## src/design/block_ring_sample_buffer_assert.svh

```systemverilog
// assertion macros for the block ring sample buffer
// expects clk_i and rst_ni in the scope of the including module
`ifndef BLOCK_RING_SAMPLE_BUFFER_ASSERT_SVH
`define BLOCK_RING_SAMPLE_BUFFER_ASSERT_SVH

// same-cycle implication
`define BRSB_ASSERT_NOW(lbl, ante, cons, msg) \
  lbl: assert property (@(posedge clk_i) disable iff (!rst_ni) (ante) |-> (cons)) \
    else $error(msg);

// next-cycle implication
`define BRSB_ASSERT_NEXT(lbl, ante, cons, msg) \
  lbl: assert property (@(posedge clk_i) disable iff (!rst_ni) (ante) |=> (cons)) \
    else $error(msg);

`endif

```

## src/design/brsb_pkg.sv

```systemverilog
// shared constants and types of the block ring sample buffer
// no dependencies
`default_nettype none

package brsb_pkg;

  localparam int BLOCKS   = 4;
  localparam int LINES    = 8;
  localparam int CHANNELS = 8;

  localparam int KIND_W   = 3;
  localparam int CHAN_W   = 3;
  localparam int RLINE_W  = 3;
  localparam int RFIELD_W = 4;
  localparam int VALUE_W  = 32;
  localparam int SAMPLE_W = 16;

  localparam int ROWS      = BLOCKS * LINES;
  localparam int SMP_DEPTH = ROWS * CHANNELS;
  localparam int BLK_W     = (BLOCKS > 1) ? $clog2(BLOCKS) : 1;
  localparam int LINE_W    = (LINES > 1) ? $clog2(LINES) : 1;
  localparam int ROW_W     = (ROWS > 1) ? $clog2(ROWS) : 1;
  localparam int SMP_W     = (SMP_DEPTH > 1) ? $clog2(SMP_DEPTH) : 1;
  localparam int CH_W      = (CHANNELS > 1) ? $clog2(CHANNELS) : 1;

  typedef enum logic [KIND_W-1:0] {
    OP_SAMPLE  = 3'd0,
    OP_SYNC    = 3'd1,
    OP_TIME    = 3'd2,
    OP_ENDLINE = 3'd3,
    OP_QUERY   = 3'd4,
    OP_READ    = 3'd5,
    OP_RELEASE = 3'd6,
    OP_CLEAR   = 3'd7
  } op_e;

  localparam logic [RFIELD_W-1:0] FIELD_TIME = 4'd0;
  localparam logic [RFIELD_W-1:0] FIELD_SYNC = 4'd1;
  localparam logic [RFIELD_W-1:0] FIELD_SMP0 = 4'd2;

  typedef struct packed {
    logic capture;
    logic exec;
    op_e  op;
  } cmd_t;

  typedef struct packed {
    logic overrun;
  } status_t;

endpackage

`default_nettype wire

```

## src/design/brsb_ctrl.sv

```systemverilog
// controller of the block ring sample buffer: request handshake and sequencing
// depends on brsb_pkg and block_ring_sample_buffer_assert.svh
`default_nettype none

module brsb_ctrl (
  input  wire logic                     clk_i,
  input  wire logic                     rst_ni,
  input  wire logic                     in_valid_i,
  input  wire logic [brsb_pkg::KIND_W-1:0] kind_i,
  output logic                          in_ready_o,
  output logic                          out_valid_o,
  input  wire logic                     out_ready_i,
  output brsb_pkg::cmd_t                cmd_o,
  input  wire brsb_pkg::status_t        status_i
);
  import brsb_pkg::*;

  typedef enum logic [1:0] {
    S_IDLE = 2'b01,
    S_EXEC = 2'b10
  } state_e;

  state_e state_q, state_d;
  logic   out_valid_q, out_valid_d;
  logic   capture;

  assign in_ready_o  = (state_q == S_IDLE) && (!out_valid_q || out_ready_i);
  assign capture     = in_valid_i && in_ready_o;
  assign out_valid_o = out_valid_q;

  assign cmd_o.capture = capture;
  assign cmd_o.exec    = (state_q == S_EXEC);
  assign cmd_o.op      = op_e'(kind_i);

  always_comb begin
    state_d = state_q;
    case (state_q)
      S_IDLE: begin
        if (capture) begin
          state_d = S_EXEC;
        end
      end
      S_EXEC: begin
        state_d = S_IDLE;
      end
      default: begin
        state_d = S_IDLE;
      end
    endcase
  end

  always_comb begin
    out_valid_d = out_valid_q;
    if (state_q == S_EXEC) begin
      out_valid_d = 1'b1;
    end else if (out_ready_i) begin
      out_valid_d = 1'b0;
    end
  end

  always_ff @(posedge clk_i or negedge rst_ni) begin
    if (!rst_ni) begin
      state_q     <= S_IDLE;
      out_valid_q <= 1'b0;
    end else begin
      state_q     <= state_d;
      out_valid_q <= out_valid_d;
    end
  end

`include "block_ring_sample_buffer_assert.svh"

  `BRSB_ASSERT_NEXT(a_exec_after_capture, capture, state_q == S_EXEC, "capture not followed by exec")
  `BRSB_ASSERT_NEXT(a_result_after_exec, state_q == S_EXEC, out_valid_q, "exec gave no result")
  `BRSB_ASSERT_NOW(a_overrun_in_exec, status_i.overrun, state_q == S_EXEC, "overrun outside exec")

endmodule

`default_nettype wire

```

## config.mk

```make
export PLATFORM = sky130hd
export DESIGN_NAME = brsb_ctrl
export DESIGN_NICKNAME = d
export VERILOG_FILES = /design/src/design/brsb_pkg.sv /design/src/design/brsb_ctrl.sv
export VERILOG_INCLUDE_DIRS = /design/src /design/src/design
export SDC_FILE = /design/constraint.sdc
export NUM_CORES = 1
export LEC_CHECK = 0
export ABC_AREA = 0
export BUFFER_PORTS_ARGS = -buffer_cell sky130_fd_sc_hd__buf_2
export CAP_MARGIN = 5
export CORE_AREA = 3 3 40 42
export CTS_BUF_LIST = sky130_fd_sc_hd__clkbuf_8 sky130_fd_sc_hd__clkbuf_16
export CTS_CLUSTER_SIZE = 28
export DETAILED_ROUTE_END_ITERATION = 12
export DIE_AREA = 0 0 43 45
export SLEW_MARGIN = 20
export SYNTH_ARGS = -nofsm -noshare
export SYNTH_HDL_FRONTEND = slang
export SYNTH_SLANG_ARGS = --single-unit
```

## constraint.sdc

```tcl
create_clock -name clk_i -period 0.9 [get_ports clk_i]
set_input_delay 0.045 -clock clk_i [delete_from_list [all_inputs] [get_ports clk_i]]
set_output_delay 0.045 -clock clk_i [all_outputs]
set_load 0.02 [all_outputs]
```

==> run_results.csv <==
group,metric,value,unit
worst_setup_path,end_kind,"output pin",
flow_run,cap_violations,0,
power_and_ir_drop,power_density,2678,nW/µm²
worst_setup_path,worstPathArrival,1.09,ns
global_route,grt_pass1_wl,565,µm
floorplanning,fp.coreArea,1285,µm²
global_route,grtUsageTotal,4.917,%
synth,synth_seq_cells,3,
layout,diodes,0,
route,drtIter0Drc,3,
route,dr_total_vias,140,
route,dr.pass1.iters,2,
sta,timing.hold.ws,0.03226,ns
route,drt_wl_total,352,µm
worst_setup_path,rrSetupSlack,-0.10,ns
layout,post-route-util,21.23,%
run_status,status,"finished with violations",
synth,synth-warning-count,0,
layout,area_growth,56.83,%
global_route,grt_pass1_vias,148,
cts,cts_made_buffers,3,
route,routedWlPerCell,8.800,µm
route,avgViaCountPerCell,3.500,
sta,setup_viol,5,
cts,htreeDepth,1,
worst_setup_path,worstSetupPathType,"flop to output pin",
power_and_ir_drop,total_leakage_power,0.1356,nW
run_status,violations,"negative setup slack",
synth,seq_area_frac_synth,43.88,%
sta,fin_crit_sh,126.5,%
cts,path_clk_slew,0.03,ns
cts,cts_tree,"yes",
sta,fin_worst_skew,0.0002331,ns
floorplanning,fp.dieH,45,µm
global_route,gr-total-overflow,0,
floorplanning,start_util,13.53,%
synth,yosys.cell_types.count,11,
sta,drv_slew,0,
cts,clkLatencyLatePin,0.21,ns
global_route,grt_max_degree,7,
layout,drive_above_1_share,68.00,%
floorplanning,io_pins,15,
route,drc,0,
sta,tightestPinTransition,0.1366,ns
placement,pre_cts_ws,-0.04342,ns
synth,synth_area,173.9,µm²
sta,fin_ws,-0.2389,ns
sta,rsz0062_at_grt,"true",
floorplanning,rows,13,
placement,portBuffers,7,
sta,fmax,878.1,MHz
layout,nets,34,
synth,postSynthAreaPerCell,10.87,µm²
synth,syn-instance-count,16,
global_route,antenna_found_initial,0,
worst_setup_path,r2r_cells,3,
floorplanning,die-area,1935,µm²
worst_setup_path,required,0.85,ns
route,ant_nets,0,
worst_hold_path,hold_class,"input pin to flop",
placement,dp_hpwl,227.4,µm
cts,cts_root_buf,"clkbuf_8",
synth,synth_nets,24,
sta,slew_headroom,90.88,%
cts,cts_buffer_depth,2,
cts,clkSinkCount,3,
worst_setup_path,critPathMaxFanout,5,
floorplanning,fp.dieW,43,µm
worst_setup_path,startpoint_type,"flop",
worst_hold_path,whs_path_depth,2,
power_and_ir_drop,ir_drop,0.3653,mV
placement,gp_congestion,0.6308,
sta,finalCriticalPeriod,1.139,ns
sta,finalHoldViolations,0,
sta,setup-tns-final,-0.6459,ns
[critical path, stage by stage (launching register included)]
cell	delay (ns)
dfstp_2	0.55
and4_1	0.20
buf_4	0.14
[cells in the mapped netlist]
cell | instances | area (µm²)
buf_4 | 5 | 37.54
dfstp_2 | 1 | 26.28
o21ai_0 | 1 | 5.000
dfrtp_1 | 2 | 50.05
and4_1 | 1 | 8.760
inv_1 | 1 | 3.750
and4_4 | 1 | 11.26
nand2b_4 | 1 | 13.76
nor2_1 | 1 | 3.750
nand4_1 | 1 | 6.260
and3_2 | 1 | 7.510
[where the power goes]
part	switching, W	internal [W]
clock	0.0000839	0.000290
combinational	0.0000827	0.0000947
sequential	0.0000160	0.000163
total	0.000183	0.000548
[sequential cells by signal (all words and copies together) (netlist names)]
| name | count |
|---|---|
| out_valid_o | 1 |
| state_q | 2 |
[worst paths after layout]
| kind | endpoint | from |
|---|---|---|
| max in group asynchronous | state_q[0]$_DFFE_PN1P_ | rst_ni |
| min reg2reg | state_q[0]$_DFFE_PN1P_ | state_q[1]$_DFFE_PN0P_ |
| max reg2reg | state_q[1]$_DFFE_PN0P_ | state_q[0]$_DFFE_PN1P_ |
| min in group asynchronous | out_valid_o$_DFFE_PN0P_ | rst_ni |
| max | cmd_o[4] | state_q[0]$_DFFE_PN1P_ |
| min | state_q[0]$_DFFE_PN1P_ | in_valid_i |
[layout make-up]
class,count,area [µm²]
multi-input combinational,7,56.30
clock buffer,3,41.29
inverter,1,3.754
sequential,3,77.57
timing repair buffer,10,71.32
fill,145,1012
tap,15,18.77
clock inverter,1,3.754
[kinds of logic after synthesis]
logic type	count (synthesis)	share of synthesized area, %
compound gates	1	2.875
buf+inv	6	23.74
simple gates	6	29.50
flops	3	43.89
[routing by layer]
layer	wire length [µm]	track usage (%)	up-vias
met2	170	5.689	7
met3	32	1.594	2
met5	0	0	-
met4	19	12.65	0
met1	130	3.623	63
li1	-	-	68
[layout by cell type, fill, tap and decap left out, types with 2 or more instances in the layout]
master / netlist / layout
buf_2: 0 / 4
inv_1: 1 / 2
buf_4: 5 / 4
clkbuf_8: 0 / 3
[metrics by stage]
| stage | power (W) | std cells | area [µm²] |
|---|---|---|---|
| 2_1_floorplan | 0.0003030 | 16 | 175.2 |
| 3_3_place_gp | 0.0003111 | 33 | 191.4 |
| 3_5_place_dp | 0.0003122 | 33 | 191.4 |
| 4_1_cts | 0.0007384 | 39 | 265.3 |
| 5_1_grt | 0.0007728 | 40 | 272.8 |
| 6_report | 0.0007305 | 40 | 272.8 |
[timing repair]
| item | in CTS | in global routing |
|---|---|---|
| endpoints found under the setup margin | 3 | 4 |
| gates resized for setup | 4 | 0 |
| cloned | 0 | 0 |
| endpoints found under the hold margin | 3 | 0 |
| hold buffers | 1 | 0 |
| setup buffers | 1 | 1 |
| pin swaps | 1 | 1 |
Power figures use the tool's default switching activity.
